<file path="config.mk">
export PLATFORM = sky130hd
export DESIGN_NAME = batac_mul
export DESIGN_NICKNAME = d
export VERILOG_FILES = /design/src/hw/rtl/batac_pkg.sv /design/src/hw/rtl/batac_mul.sv
export SDC_FILE = /design/constraint.sdc
export NUM_CORES = 2
export LEC_CHECK = 0
export BUFFER_PORTS_ARGS = -buffer_cell sky130_fd_sc_hd__buf_4
export CAP_MARGIN = 5
export CORE_MARGIN = 3
export CORE_UTILIZATION = 40
export CTS_BUF_LIST = sky130_fd_sc_hd__clkbuf_8 sky130_fd_sc_hd__clkbuf_16
export DETAILED_ROUTE_END_ITERATION = 8
export REMOVE_ABC_BUFFERS = 1
export SLEW_MARGIN = 15
export SYNTH_ARGS = -nofsm -noshare
export SYNTH_HDL_FRONTEND = slang
export SYNTH_SLANG_ARGS = --single-unit
</file>
<file path="constraint.sdc">
create_clock -name clk -period 13.85 [get_ports clk]
set_clock_uncertainty 0.15 [all_clocks]
set_input_delay 4.155 -clock clk [delete_from_list [all_inputs] [get_ports clk]]
set_output_delay 4.155 -clock clk [all_outputs]
set_load 0.02 [all_outputs]
</file>
<file path="src/hw/rtl/batac_pkg.sv">
// Shared constants, codes and interface types for the bond-axis torque accumulator.
package batac_pkg;

  localparam int CHUNK_W     = 32;
  localparam int A_CHUNKS    = 3;
  localparam int B_CHUNKS    = 2;
  localparam int MUL_A_W     = CHUNK_W * A_CHUNKS;
  localparam int MUL_B_W     = CHUNK_W * B_CHUNKS;
  localparam int PROD_W      = 128;
  localparam int MUL_STEPS   = A_CHUNKS * B_CHUNKS;
  localparam int STEP_W      = 3;
  localparam int FORCE_W     = 32;
  localparam int RECIP_W     = 32;
  localparam int RECIP_SHIFT = 24;
  localparam int SCALED_W    = PROD_W - RECIP_SHIFT;
  localparam int TORQUE_W    = 64;
  localparam int CROSS_W     = 64;
  localparam int CFG_IDX_W   = 3;
  localparam int QUEUE_DEPTH = 2;

  localparam logic [CROSS_W-1:0] CROSS_MIN = CROSS_W'(1) << (CROSS_W - 1);
  localparam logic [CROSS_W-1:0] CROSS_MAX = ~CROSS_MIN;

  typedef enum logic [CFG_IDX_W-1:0] {
    REG_AXIS_X   = 3'd0,
    REG_AXIS_Y   = 3'd1,
    REG_AXIS_Z   = 3'd2,
    REG_PIVOT_X  = 3'd3,
    REG_PIVOT_Y  = 3'd4,
    REG_PIVOT_Z  = 3'd5,
    REG_RECIP    = 3'd6,
    REG_NEGATE   = 3'd7
  } cfg_reg_t;

  typedef enum logic [3:0] {
    OP_AY_DZ = 4'd0,
    OP_AZ_DY = 4'd1,
    OP_AZ_DX = 4'd2,
    OP_AX_DZ = 4'd3,
    OP_AX_DY = 4'd4,
    OP_AY_DX = 4'd5,
    OP_CX_FX = 4'd6,
    OP_CY_FY = 4'd7,
    OP_CZ_FZ = 4'd8,
    OP_SCALE = 4'd9
  } op_t;

  typedef enum logic [2:0] {
    ST_IDLE  = 3'd0,
    ST_ISSUE = 3'd1,
    ST_WAIT  = 3'd2,
    ST_ACCUM = 3'd3,
    ST_EMIT  = 3'd4
  } back_state_t;

  typedef struct packed {
    logic               start;
    logic               neg;
    logic [MUL_A_W-1:0] a_mag;
    logic [MUL_B_W-1:0] b_mag;
  } mul_req_t;

  typedef struct packed {
    logic              done;
    logic [PROD_W-1:0] prod;
  } mul_rsp_t;

endpackage

</file>
<file path="src/hw/rtl/batac_mul.sv">
// Shared multiplier: magnitude product from 32x32 partial products, sign applied at the end.
module batac_mul (
  input  logic                clk,
  input  logic                rst_n,
  input  batac_pkg::mul_req_t req,
  output batac_pkg::mul_rsp_t rsp
);
  import batac_pkg::*;

  logic [MUL_A_W-1:0]   a_r;
  logic [MUL_B_W-1:0]   b_r;
  logic                 neg_r;
  logic                 busy_r;
  logic                 pp_v_r;
  logic                 done_r;
  logic [STEP_W-1:0]    step_r;
  logic [1:0]           pp_sh_r;
  logic [2*CHUNK_W-1:0] pp_r;
  logic [PROD_W-1:0]    acc_r;
  logic [PROD_W-1:0]    res_r;

  logic                 b_sel;
  logic [1:0]           a_sel;
  logic [CHUNK_W-1:0]   a_chunk;
  logic [CHUNK_W-1:0]   b_chunk;
  logic [PROD_W-1:0]    pp_ext;
  logic                 mul_step;
  logic                 last_step;

  assign mul_step  = (step_r < STEP_W'(MUL_STEPS));
  assign last_step = (step_r == STEP_W'(MUL_STEPS + 1));

  always_comb begin
    b_sel = (step_r >= STEP_W'(A_CHUNKS));
    a_sel = b_sel ? 2'(step_r - STEP_W'(A_CHUNKS)) : 2'(step_r);
    unique case (a_sel)
      2'd0:    a_chunk = a_r[CHUNK_W-1:0];
      2'd1:    a_chunk = a_r[2*CHUNK_W-1:CHUNK_W];
      2'd2:    a_chunk = a_r[3*CHUNK_W-1:2*CHUNK_W];
      default: a_chunk = '0;
    endcase
    b_chunk = b_sel ? b_r[2*CHUNK_W-1:CHUNK_W] : b_r[CHUNK_W-1:0];
    unique case (pp_sh_r)
      2'd0:    pp_ext = PROD_W'(pp_r);
      2'd1:    pp_ext = PROD_W'(pp_r) << CHUNK_W;
      2'd2:    pp_ext = PROD_W'(pp_r) << (2 * CHUNK_W);
      default: pp_ext = PROD_W'(pp_r) << (3 * CHUNK_W);
    endcase
  end

  always_ff @(posedge clk) begin
    if (!rst_n) begin
      busy_r <= 1'b0;
      pp_v_r <= 1'b0;
      done_r <= 1'b0;
      step_r <= '0;
    end else begin
      done_r <= 1'b0;
      if (req.start) begin
        busy_r <= 1'b1;
        step_r <= '0;
        pp_v_r <= 1'b0;
      end else if (busy_r) begin
        step_r <= step_r + STEP_W'(1);
        pp_v_r <= mul_step;
        if (last_step) begin
          busy_r <= 1'b0;
          done_r <= 1'b1;
        end
      end
    end
  end

  always_ff @(posedge clk) begin
    if (req.start) begin
      a_r   <= req.a_mag;
      b_r   <= req.b_mag;
      neg_r <= req.neg;
      acc_r <= '0;
    end else if (busy_r) begin
      if (mul_step) begin
        pp_r    <= (2*CHUNK_W)'(a_chunk) * (2*CHUNK_W)'(b_chunk);
        pp_sh_r <= a_sel + 2'(b_sel);
      end
      if (pp_v_r) begin
        acc_r <= acc_r + pp_ext;
      end
      if (last_step) begin
        res_r <= neg_r ? (PROD_W'(0) - acc_r) : acc_r;
      end
    end
  end

  assign rsp.done = done_r;
  assign rsp.prod = res_r;

endmodule

</file>
==> impl_results.md <==
* Outcome: finished, final reports clean
* Slew Viols, Final at 0
* Clk sinks at 489
* Crit start category: register
* Antenna Violating Nets Remaining at 0
* Core area at 149000 sq um
* CTS Buf Count at 58
* IO buf count at 292
* Share of cells above drive strength 1 at 8.85%
* Final setup viols at 0
* Drt drc at 0
* Row count at 141
* Worst-margin pin slew at 1.25 ns
* Clock transition at path regs at 0.06 ns
* FILL cells at 14492
* Tmin final at 11.53 ns
* Area share of the largest cell type after synthesis at 29.8%
* Critical Path AT at 11.82 ns
* Post-synth EDFFs at 355
* DIE AREA at 155000 sq um
* Synth Area per Inst at 9.16 sq um
* Achievable clock frequency at 0.0867 GHz
* Hold Vio Cnt, Final at 0
* Min setup slack post-route at 2.32 ns
* Ys Warns at 0
* IO Pins at 293
* First-pass GRT wire length at 316 mm
* Gpl congestion at 0.986
* Register Area at 13300 sq um
* FF-to-FF path depth at 34
* Die height at 394 um
* GRT Total Usage at 26.9%
* # Post-CTS Setup Buffers at 0
* Maxcap violations at 0
* Mapped Cells at 6578
* Leading post-synthesis cells by cell area: fa_1, edfxtp_1, ha_1
* Critical path's largest stage delay at 1.00 ns
* Vias in the first global route at 50333
* Root Buffer: clkbuf_16
* Cell Area, Synth at 60300 sq um
* Commonest register cell after synthesis: edfxtp_1
* Dominant cell type by area after synthesis: fa_1
* Total grt overflow at 0
* Detail Placement HPWL at 167 mm
* Sequential share of the synthesized area at 22.1%
* CTS HTree Levels at 2
* Critical path endpoint category: register
* Largest net degree at the start of global routing at 96
* Layout Nets at 8171
* Crit-path max FO at 24
* First DRT Iteration DRCs at 4030
* Worst skew pair latency at 0.75 ns
* Most common cell on crit path: fa_1
* Pre-CTS setup slack at 2.22 ns
* CTS tree: yes
* Vias/cell at 5.55
* # hold bufs at CTS at 0
* Fin crit share at 83.2%
* Die X-Extent at 394 um
* CTS-repair resized insts at 0
* Clock Tree Buf Depth at 3
* DR WL/cell at 24.1 um
* Worst min-delay path class: register to register
* Post-synth cell types at 85
* Hold path cells at 2
* Via count at 48651
* Initial Util at 40.5%
* Area of the multi-input gates at 42400 sq um
* Area Growth Syn to Fin at 10.6%
* Register bit count reported by yosys at 489
* Initial antenna violation count at 2
* CP max-delay cell: o21ai_1
* WP data required at 14.14 ns
* RSZ-0062 raised after global routing: no
* Relative slew slack at 15.9%
* Kind of critical path: register to register
* DR pass1 iterations at 5
* Fraction of registers with async set/reset at 0%
* Drt total wl at 211 mm
==> cell families (layout without fill, tap and decap cells) <==
family          after synthesis  in the layout  synth area share [%]
simple gates               2084           2084                  14.8
fa+ha+maj                  1293           1293                  38.0
buf+inv                    1252           1434                  7.81
compound gates             1061           1061                  11.2
flops                       489            489                  22.1
xor+xnor                    299            299                  4.34
mux                         100            100                  1.72
other cells                   0              1                     0
==> path summary, 6_finish.rpt <==
kind	startpoint	end	slack, ns
setup reg to reg	step_r[1]	pp_r[57]	2.32
hold / removal	pp_v_r	pp_v_r	0.36
setup / recovery	step_r[1]	pp_r[57]	2.32
hold reg to reg	pp_v_r	pp_v_r	0.36
==> cell usage in the layout, fill, tap and decap left out, types with 12 or more instances in the layout <==
master | synthesis | routed
fa_1 | 897 | 897
o21ai_0 | 216 | 193
buf_4 | 2 | 397
or3_1 | 30 | 30
xnor2_1 | 228 | 228
nor2b_1 | 25 | 24
nand2b_1 | 31 | 31
ha_1 | 396 | 396
mux2i_1 | 69 | 50
nor2_1 | 800 | 797
nor3_1 | 51 | 51
a21o_1 | 113 | 113
xor2_1 | 71 | 71
o41ai_1 | 26 | 26
a211oi_1 | 22 | 21
nand4_1 | 75 | 75
clkbuf_16 | 0 | 58
o21a_1 | 58 | 58
or2_2 | 15 | 15
a21oi_1 | 325 | 324
a22o_1 | 37 | 37
o211ai_1 | 12 | 12
and3_1 | 17 | 17
a31oi_1 | 23 | 22
and2_1 | 51 | 50
mux2_2 | 31 | 31
edfxtp_1 | 355 | 355
o31ai_1 | 58 | 58
mux2i_2 | 0 | 13
nand2_1 | 862 | 861
o21bai_1 | 49 | 49
nand3_1 | 56 | 56
o21ai_1 | 9 | 26
inv_1 | 927 | 935
dfxtp_1 | 134 | 134
a22oi_1 | 35 | 35
clkinv_2 | 0 | 12
nor4_1 | 22 | 22
or4_1 | 13 | 13
==> registers in the layout (all words and copies together) (netlist names) <==
register / count
done_r: 1
pp_r: 64
busy_r: 1
res_r: 128
neg_r: 1
pp_sh_r: 2
pp_v_r: 1
step_r: 3
b_r: 64
acc_r: 128
a_r: 96
==> metal layers <==
| layer | global-route usage [%] | vias to the layer above | wire length (um) |
|---|---|---|---|
| met5 | 0 | - | 9 |
| met4 | 14.0 | 2 | 13700 |
| met3 | 5.85 | 561 | 19300 |
| met2 | 43.2 | 2369 | 95600 |
| met1 | 34.2 | 24061 | 82600 |
| li1 | - | 21658 | - |
==> metrics by stage <==
stage | instance area (sq um) | TNS, ns | utilization, % | hold WS (ns) | std cells
2_1_floorplan | 59100 | -74.70 | - | 0.312 | 6254
3_3_place_gp | 64800 | 0 | 43.6 | 0.345 | 8656
3_5_place_dp | 64800 | 0 | 43.6 | 0.354 | 8656
4_1_cts | 66700 | 0 | 44.8 | 0.362 | 8762
5_1_grt | 66700 | 0 | 44.8 | 0.383 | 8762
6_report | 66700 | 0 | 44.8 | 0.363 | 8763
==> Yosys cell counts (all sizes together), types with 25 or more instances <==
cell type	count
o41ai	27
xor2	71
nand2	862
edfxtp	355
nand4	76
o21ai	225
nor2b	25
o21a	58
nand2b	31
xnor2	228
clkbuf	304
or3	32
a22o	37
o31ai	60
inv	927
a21oi	325
and2	52
mux2	31
fa	897
o21bai	49
dfxtp	134
mux2i	69
ha	396
nor3	52
a21o	113
nor2	801
a22oi	35
nand3	58
==> area by class of cell <==
cell class                 count  share of cell area, %
clock inverter                46                  0.617
timing repair buffer         400                   4.55
tap                         2002                   3.76
clock buffer                  60                   2.22
multi-input combinational   4837                   63.6
antenna                        1                0.00375
inverter                     928                   5.22
sequential                   489                   20.0
==> critical path: cells and delay by family, from the launching register on <==
kind,cells,cell delay [ns]
adders and majority gates,12,5.22
AOI/OAI and AO/OA,9,3.00
and+or+nand+nor,6,1.37
buffers and inverters,6,0.98
DFF,1,0.40
xor gates and xnor gates,1,0.12
Power is left out: the tool's default activity adds up to more than one toggle a clock period on the data nets, which glitch-free logic cannot reach.
