--- src/hw/rtl/batac_pkg.sv ---
// Shared constants, codes and interface types for the bond-axis torque accumulator.
package batac_pkg;

  localparam int CHUNK_W     = 32;
  localparam int A_CHUNKS    = 3;
  localparam int B_CHUNKS    = 2;
  localparam int MUL_A_W     = CHUNK_W * A_CHUNKS;
  localparam int MUL_B_W     = CHUNK_W * B_CHUNKS;
  localparam int PROD_W      = 128;
  localparam int MUL_STEPS   = A_CHUNKS * B_CHUNKS;
  localparam int STEP_W      = 3;
  localparam int FORCE_W     = 32;
  localparam int RECIP_W     = 32;
  localparam int RECIP_SHIFT = 24;
  localparam int SCALED_W    = PROD_W - RECIP_SHIFT;
  localparam int TORQUE_W    = 64;
  localparam int CROSS_W     = 64;
  localparam int CFG_IDX_W   = 3;
  localparam int QUEUE_DEPTH = 2;

  localparam logic [CROSS_W-1:0] CROSS_MIN = CROSS_W'(1) << (CROSS_W - 1);
  localparam logic [CROSS_W-1:0] CROSS_MAX = ~CROSS_MIN;

  typedef enum logic [CFG_IDX_W-1:0] {
    REG_AXIS_X   = 3'd0,
    REG_AXIS_Y   = 3'd1,
    REG_AXIS_Z   = 3'd2,
    REG_PIVOT_X  = 3'd3,
    REG_PIVOT_Y  = 3'd4,
    REG_PIVOT_Z  = 3'd5,
    REG_RECIP    = 3'd6,
    REG_NEGATE   = 3'd7
  } cfg_reg_t;

  typedef enum logic [3:0] {
    OP_AY_DZ = 4'd0,
    OP_AZ_DY = 4'd1,
    OP_AZ_DX = 4'd2,
    OP_AX_DZ = 4'd3,
    OP_AX_DY = 4'd4,
    OP_AY_DX = 4'd5,
    OP_CX_FX = 4'd6,
    OP_CY_FY = 4'd7,
    OP_CZ_FZ = 4'd8,
    OP_SCALE = 4'd9
  } op_t;

  typedef enum logic [2:0] {
    ST_IDLE  = 3'd0,
    ST_ISSUE = 3'd1,
    ST_WAIT  = 3'd2,
    ST_ACCUM = 3'd3,
    ST_EMIT  = 3'd4
  } back_state_t;

  typedef struct packed {
    logic               start;
    logic               neg;
    logic [MUL_A_W-1:0] a_mag;
    logic [MUL_B_W-1:0] b_mag;
  } mul_req_t;

  typedef struct packed {
    logic              done;
    logic [PROD_W-1:0] prod;
  } mul_rsp_t;

endpackage

--- src/hw/rtl/batac_front.sv ---
// Front end: accepts atom beats, forms offsets from the pivot and queues them.
module batac_front #(
  parameter int COORD_WIDTH = 32
) (
  input  logic                            clk,
  input  logic                            rst_n,
  input  logic                            in_valid,
  output logic                            in_stall,
  input  logic signed [COORD_WIDTH-1:0]   in_pos_x,
  input  logic signed [COORD_WIDTH-1:0]   in_pos_y,
  input  logic signed [COORD_WIDTH-1:0]   in_pos_z,
  input  logic signed [batac_pkg::FORCE_W-1:0] in_force_x,
  input  logic signed [batac_pkg::FORCE_W-1:0] in_force_y,
  input  logic signed [batac_pkg::FORCE_W-1:0] in_force_z,
  input  logic                            in_last_atom,
  input  logic signed [COORD_WIDTH-1:0]   pivot_x,
  input  logic signed [COORD_WIDTH-1:0]   pivot_y,
  input  logic signed [COORD_WIDTH-1:0]   pivot_z,
  output logic                            q_valid,
  input  logic                            q_pop,
  output logic signed [COORD_WIDTH:0]     q_dx,
  output logic signed [COORD_WIDTH:0]     q_dy,
  output logic signed [COORD_WIDTH:0]     q_dz,
  output logic signed [batac_pkg::FORCE_W-1:0] q_fx,
  output logic signed [batac_pkg::FORCE_W-1:0] q_fy,
  output logic signed [batac_pkg::FORCE_W-1:0] q_fz,
  output logic                            q_last
);
  import batac_pkg::*;

  localparam int D_W     = COORD_WIDTH + 1;
  localparam int ENTRY_W = 3 * D_W + 3 * FORCE_W + 1;
  localparam int PTR_W   = (QUEUE_DEPTH > 1) ? $clog2(QUEUE_DEPTH) : 1;
  localparam int CNT_W   = $clog2(QUEUE_DEPTH + 1);

  logic [ENTRY_W-1:0] mem_r [QUEUE_DEPTH];
  logic [PTR_W-1:0]   wr_ptr_r;
  logic [PTR_W-1:0]   rd_ptr_r;
  logic [CNT_W-1:0]   count_r;
  logic               push;
  logic               pop;
  logic signed [D_W-1:0] dx, dy, dz;
  logic [ENTRY_W-1:0] wr_entry;
  logic [ENTRY_W-1:0] rd_entry;

  assign in_stall = (count_r == CNT_W'(QUEUE_DEPTH));
  assign push     = in_valid && !in_stall;
  assign q_valid  = (count_r != '0);
  assign pop      = q_pop && q_valid;

  assign dx = D_W'(in_pos_x) - D_W'(pivot_x);
  assign dy = D_W'(in_pos_y) - D_W'(pivot_y);
  assign dz = D_W'(in_pos_z) - D_W'(pivot_z);

  assign wr_entry = {dx, dy, dz, in_force_x, in_force_y, in_force_z, in_last_atom};
  assign rd_entry = mem_r[rd_ptr_r];
  assign {q_dx, q_dy, q_dz, q_fx, q_fy, q_fz, q_last} = rd_entry;

  always_ff @(posedge clk) begin
    if (push) begin
      mem_r[wr_ptr_r] <= wr_entry;
    end
  end

  always_ff @(posedge clk) begin
    if (!rst_n) begin
      wr_ptr_r <= '0;
      rd_ptr_r <= '0;
      count_r  <= '0;
    end else begin
      if (push) begin
        wr_ptr_r <= (wr_ptr_r == PTR_W'(QUEUE_DEPTH - 1)) ? '0 : wr_ptr_r + PTR_W'(1);
      end
      if (pop) begin
        rd_ptr_r <= (rd_ptr_r == PTR_W'(QUEUE_DEPTH - 1)) ? '0 : rd_ptr_r + PTR_W'(1);
      end
      if (push && !pop) begin
        count_r <= count_r + CNT_W'(1);
      end else if (pop && !push) begin
        count_r <= count_r - CNT_W'(1);
      end
    end
  end

endmodule

--- config.mk ---
export PLATFORM = sky130hd
export DESIGN_NAME = batac_front
export DESIGN_NICKNAME = d
export VERILOG_FILES = /design/src/hw/rtl/batac_pkg.sv /design/src/hw/rtl/batac_front.sv
export SDC_FILE = /design/constraint.sdc
export NUM_CORES = 1
export LEC_CHECK = 0
export CAP_MARGIN = 20
export CORE_MARGIN = 3
export CORE_UTILIZATION = 55
export CTS_BUF_LIST = sky130_fd_sc_hd__clkbuf_8
export CTS_CLUSTER_DIAMETER = 120
export DETAILED_ROUTE_END_ITERATION = 10
export DONT_BUFFER_PORTS = 1
export PLACE_DENSITY_LB_ADDON = 0.2
export SLEW_MARGIN = 20
export SYNTH_ARGS = -nofsm -noshare
export SYNTH_HDL_FRONTEND = slang
export SYNTH_SLANG_ARGS = --single-unit
export TNS_END_PERCENT = 50
--- constraint.sdc ---
create_clock -name clk -period 21 [get_ports clk]
set_input_delay 1.05 -clock clk [delete_from_list [all_inputs] [get_ports clk]]
set_output_delay 1.05 -clock clk [all_outputs]
set_load 0.01 [all_outputs]
==> results.sh, run 1 <==
export IMPL_ant_nets=0
export IMPL_syn_num_nets=1837
export IMPL_status="finished clean"
export IMPL_ys_types=80
export IMPL_syn_inst=1444
export IMPL_fin_nets=1874
export IMPL_setup_viol=0
export IMPL_reg2reg_depth=6
export IMPL_utilization_pct=61.3
export IMPL_synth_edff_count=392
export IMPL_endpoint_kind="output pin"
export IMPL_ys_ff_latch=397
export IMPL_grt_antenna_before_repair=2
export IMPL_drt_wl_total_um=45800
export IMPL_cts_resized=0
export IMPL_hold_viol=0
export IMPL_grt_use_total_pct=23.1
export IMPL_drc=0
export IMPL_clockBufferDepth=3
export IMPL_clock_latency_ns=0.58
export IMPL_cts_tree="yes"
export IMPL_die_x_um=195
export IMPL_worstPathArrival_ns=3.03
export IMPL_yosys_area_top_type="edfxtp_1"
export IMPL_max_vdd_ir_drop_mv=0.0738
export IMPL_syn_to_final_growth_pct=8.57
export IMPL_holdBufCountCts=0
export IMPL_grt_overflow_total=0
export IMPL_wl_per_cell_um=23.0
export IMPL_drt_pre_antenna_iters=4
export IMPL_drive_above_1_share_pct=21.1
export IMPL_die_area_um2=38200
export IMPL_vias_per_cell=5.83
export IMPL_netlist_area_um2=19700
export IMPL_fill_cells=2756
export IMPL_grt_pass1_vias=11589
export IMPL_start_util_pct=56.5
export IMPL_min_from="in_force_z[5]"
export IMPL_vias=11607
export IMPL_slew_violations=0
export IMPL_crit_path_start_kind="flop"
export IMPL_ios=491
export IMPL_synth_top_area_share_pct=59.6
export IMPL_synth_most_common_cell="edfxtp_1"
export IMPL_hpwl_um=34100
export IMPL_path_buf_inv=1
export IMPL_cpMaxStageDelayCell="dfxtp_4"
export IMPL_cap_violations=0
export IMPL_numPortBuffers=0
export IMPL_cts_max_level=3
export IMPL_ys_seq_area_share_pct=60.1
export IMPL_critPathMaxFanout=81
export IMPL_root_buffer="clkbuf_8"
export IMPL_synth_commonest_cells="edfxtp_1 (392), mux2_2 (196), inv_1 (125)"
export IMPL_max_stage_delay_ns=0.93
export IMPL_synthArstFlopShare_pct=0
export IMPL_yosys_warnings=0
export IMPL_rsz0062_at_grt="no"
export IMPL_grt_pass1_wl_um=68200
export IMPL_drt_iter0_drc=573
export IMPL_whs_path_depth=0
export IMPL_cts_buffers=67
export IMPL_path_delay_family="flip-flops"
export IMPL_synth_ff_type="edfxtp_1"
export IMPL_setup_tns_ns=0
export IMPL_holdPathEnd="mem_r[0][6]$_DFFE_PP_"
export IMPL_crit_path_cell_trace="buf_4 > mux2_2"
export IMPL_fin_crit_ns=4.08
export IMPL_p_leak_nw=8.02
export IMPL_hold_path_class="in -> reg"
export IMPL_min_period_over_period_pct=19.4
export IMPL_core_um2=35000
export IMPL_max_slew_worst_pin_slew_ns=1.07
export IMPL_gp_congestion=0.900
export IMPL_reg2reg_from="count_r[0]$_SDFFE_PN0P_"
export IMPL_syn_avg_cell_area_um2=13.7
export IMPL_skew_ns=0.0202
export IMPL_rows=68
export IMPL_cts_clk_slew_worst_paths_ns=0.06
export IMPL_reg2reg_slack_ns=17.88
export IMPL_cts_sinks=397
export IMPL_grt_max_degree=82
export IMPL_regToRegEndpoint="mem_r[0][153]$_DFFE_PP_"
export IMPL_required_ns=19.95
export IMPL_criticalPathCategory="reg -> out"
export IMPL_powerDensity_nw_per_um2=106
export IMPL_post_cts_buffers=0
export IMPL_synthTopCellsByArea="edfxtp_1 (60%), mux2_2 (11%), ha_1 (6.1%), a21oi_1 (2.4%), inv_1 (2.4%)"
export IMPL_slew_headroom_pct=28.9
export IMPL_max_clock_freq_mhz=245
export IMPL_die_h_um=195
## metal layers
metal | wire length (um) | track usage, % | share of wire, %
met1 | 17400 | 27.9 | 38
met2 | 22600 | 38.5 | 49
met3 | 4590 | 8.44 | 10
met4 | 1180 | 7.97 | 2.6
met5 | 0 | 0 | 0
## power by group
part           switching [mW]  internal (mW)
logic                   0.371          0.226
registers              0.0405           1.03
clock network           0.299          0.307
## how the worst max path moves through the flow
stage          startpoint                      end  slack [ns]  cells after the start
2_1_floorplan    in_valid    wr_ptr_r$_SDFFE_PN0P_       10.97                      3
3_3_place_gp     in_valid  mem_r[0][158]$_DFFE_PP_       17.20                      4
3_5_place_dp     in_valid  mem_r[0][162]$_DFFE_PP_       17.17                      4
4_1_cts              flop                 q_dx[20]       16.83                      2
5_1_grt              flop                 q_dx[20]       16.71                      2
6_report             flop                 q_dx[20]       16.92                      2
## sequential cells by signal, summed over array words and instances, names as in the netlist, named ones only
| name | flops |
|---|---|
| count_r | 2 |
| mem_r | 392 |
| wr_ptr_r | 1 |
| rd_ptr_r | 1 |
## placed cells by master (no fill, tap or decap), types with 8 or more instances in the layout
master	netlist	routed
ha_1	97	97
nor3_1	8	8
nand2_1	68	68
o21bai_1	14	14
a31oi_1	8	8
and3_1	10	9
o21a_1	12	12
inv_1	125	149
nor2b_1	15	15
clkinv_1	0	15
o21ai_0	47	47
a21o_1	34	34
edfxtp_1	392	392
xor2_1	36	36
a21oi_1	94	94
nand3_1	13	13
mux2_2	196	196
clkbuf_8	0	69
nor2_1	41	40
nand4_1	16	16
xnor2_1	51	51
## logic make-up after synthesis
logic type	count (synthesis)	synth area share (%)
fa+ha+maj	100	6.45
simple gates	212	5.50
xor+xnor	87	3.86
buf+inv	165	3.17
flops	397	60.1
mux	197	11.2
compound gates	286	9.68
## cell type report
cell class                 count  area (um2)  share of cell area (%)
clock buffer                  69         950                    4.43
multi-input combinational    882        7260                    33.9
tap                          455         569                    2.66
sequential                   397       11900                    55.4
timing repair buffer           8        72.6                   0.338
antenna                        2        5.00                  0.0233
inverter                     125         469                    2.19
clock inverter                52         236                    1.10
## worst reg2reg max path: stages (launching register included)
cell,delay [ns]
dfxtp_1,0.39
nand2b_1,0.25
nand2_1,0.16
nor2_4,0.40
buf_12,0.26
buf_4,0.44
buf_4,0.76
## stage by stage
stage / instances / cell area (um2) / worst slack, ns / hold slack, ns / total power [mW]
after global placement: 1866 / 20200 / 17.20 / 0.483 / 1.67
after CTS: 1987 / 21400 / 16.83 / 0.487 / 2.30
after floorplan: 1444 / 19700 / 10.97 / 0.473 / 1.56
final: 1990 / 21400 / 16.92 / 0.549 / 2.27
after global routing: 1990 / 21400 / 16.71 / 0.506 / 2.38
after detailed placement: 1866 / 20200 / 17.17 / 0.543 / 1.68
(Power assumes the default switching activity.)
==> inputs of run 2 (changes only) <==
==> constraint.sdc (replaced) <==
create_clock -name clk -period 3.95 [get_ports clk]
set_input_delay 0.1975 -clock clk [delete_from_list [all_inputs] [get_ports clk]]
set_output_delay 0.1975 -clock clk [all_outputs]
set_load 0.01 [all_outputs]
==> run 2 against run 1 <==
Effect of this change: clock power increased to 5.6 times the previous value; hold slack got worse by 0.48 ns; via count increased by 5.1%; die area unchanged; first-iteration DRC count increased by 22%; wire length increased by 3.0%; cell count increased by 4.9%; total power increased to 5.5 times the previous value; worst setup slack got worse by 16 ns; clock-buffer cell count increased by 4; critical path depth increased by 9; flip-flop and latch count unchanged; critical path type is now in -> reg; largest cell class unchanged.
==> results.sh, run 2 (synthesis results as in run 1) <==
export IMPL_hpwl_um=33800
export IMPL_p_leak_nw=8.52
export IMPL_cts_tree="yes"
export IMPL_vias=12194
export IMPL_clockBufferDepth=3
export IMPL_reg_top3="mem_r (392), count_r (2)"
export IMPL_layout_cells_most_common="edfxtp_1"
export IMPL_drt_iter0_drc=701
export IMPL_grt_max_degree=140
export IMPL_required_ns=4.25
export IMPL_post_cts_buffers=0
export IMPL_critPathMaxFanout=4
export IMPL_max_stage_delay_ns=0.54
export IMPL_die_h_um=195
export IMPL_drt_wl_total_um=47200
export IMPL_crit_path_start_kind="primary input"
export IMPL_drt_pre_antenna_iters=5
export IMPL_slew_violations=0
export IMPL_placed_cells=1865
export IMPL_rows=68
export IMPL_ios=491
export IMPL_grt_pass1_wl_um=71000
export IMPL_hold_path_class="in -> reg"
export IMPL_cts_sinks=397
export IMPL_powerDensity_nw_per_um2=546
export IMPL_endpoint_kind="flop"
export IMPL_numPortBuffers=0
export IMPL_largest_register="mem_r"
export IMPL_min_period_over_period_pct=68.0
export IMPL_crit_path_cell_trace="dlygate4sd3_1 > ha_1 > fa_1 > nor2b_1 > o21ai_0 > a21oi_1 > o21ai_0 > a31oi_2 > a41oi_1 > o2111ai_1 > o21ai_0"
export IMPL_max_vdd_ir_drop_mv=0.431
export IMPL_grt_antenna_before_repair=3
export IMPL_gp_congestion=0.894
export IMPL_status="finished clean"
export IMPL_wl_per_cell_um=22.6
export IMPL_fill_cells=2594
export IMPL_drc=0
export IMPL_fin_crit_ns=2.69
export IMPL_max_clock_freq_mhz=372
export IMPL_ant_nets=0
export IMPL_hold_viol=0
export IMPL_die_area_um2=38200
export IMPL_max_slew_worst_pin_slew_ns=0.851
export IMPL_setup_viol=0
export IMPL_crit_start="pivot_y[0]"
export IMPL_grt_pass1_vias=12516
export IMPL_crit_top_cell="o21ai_0"
export IMPL_cts_clk_slew_worst_paths_ns=0.05
export IMPL_layout_common_cells="edfxtp_1 (392), mux2_2 (196), inv_1 (145)"
export IMPL_min_from="in_pos_y[1]"
export IMPL_criticalPathCategory="in -> reg"
export IMPL_skew_ns=0.0189
export IMPL_reg2reg_from="count_r[0]$_SDFFE_PN0P_"
export IMPL_grt_overflow_total=0
export IMPL_grt_use_total_pct=23.8
export IMPL_placed_cell_area_um2=20300
export IMPL_largest_register_ffs=392
export IMPL_syn_to_final_growth_pct=14.6
export IMPL_fin_nets=1983
export IMPL_drive_above_1_share_pct=19.8
export IMPL_root_buffer="clkbuf_8"
export IMPL_clock_latency_ns=0.58
export IMPL_design_area_um2=22600
export IMPL_cts_buffers=67
export IMPL_start_util_pct=56.5
export IMPL_cpMaxStageDelayCell="dlygate4sd3_1"
export IMPL_cts_resized=0
export IMPL_slew_headroom_pct=43.2
export IMPL_rsz0062_at_grt="no"
export IMPL_cts_max_level=3
export IMPL_core_um2=35000
export IMPL_die_x_um=195
export IMPL_fin_cells=2088
export IMPL_holdBufCountCts=111
export IMPL_worstPathArrival_ns=2.99
export IMPL_cap_violations=0
export IMPL_vias_per_cell=5.84
run 2: stage by stage:
step | setup WS [ns] | TNS [ns] | power [mW] | hold WS [ns] | utilization [%]
CTS | 1.33 | 0 | 12.5 | 0.0121 | 64.7
global placement | 1.25 | 0 | 8.92 | 0.296 | 58.0
finish | 1.26 | 0 | 12.4 | 0.0693 | 64.7
floorplan | -1.67 | -327.18 | 8.20 | 0.296 | -
detailed placement | 1.19 | 0 | 8.97 | 0.296 | 58.0
global route | 1.06 | 0 | 13.0 | 0.0530 | 64.7
run 2: critical path, delay by kind of cell:
family / cells / cell delay (ns)
compound gates: 7 / 1.49
fa+ha+maj: 2 / 0.64
buf+inv: 1 / 0.54
simple gates: 1 / 0.12
run 2: final timing paths:
kind / to / slack (ns) / depth (start not counted)
max: mem_r[0][162]$_DFFE_PP_ / 1.26 / 11
min: mem_r[0][131]$_DFFE_PP_ / 0.07 / 3
min reg2reg: count_r[1]$_SDFFE_PN0P_ / 0.52 / 2
max reg2reg: mem_r[0][160]$_DFFE_PP_ / 2.09 / 4
run 2: metal layers:
metal	track usage (%)	share of wire, %	up-vias
met2	41.0	50	463
met1	28.5	39	5937
met4	8.19	2.6	4
li1	-	-	5713
met5	0	0.059	-
met3	7.40	8.6	77
run 2: area by class of cell:
class	instances	area (um2)	area share, %
Tap cell	455	569	2.52
Multi-Input combinational cell	882	7260	32.1
Sequential cell	397	11900	52.5
Inverter	125	469	2.07
Antenna cell	1	2.50	0.0111
Timing Repair Buffer	117	1220	5.38
Clock buffer	73	1000	4.44
Clock inverter	38	233	1.03
run 2: report_power, final:
group | switching (mW) | internal, mW
clock network | 1.51 | 1.88
logic | 2.10 | 1.30
registers | 0.129 | 5.45
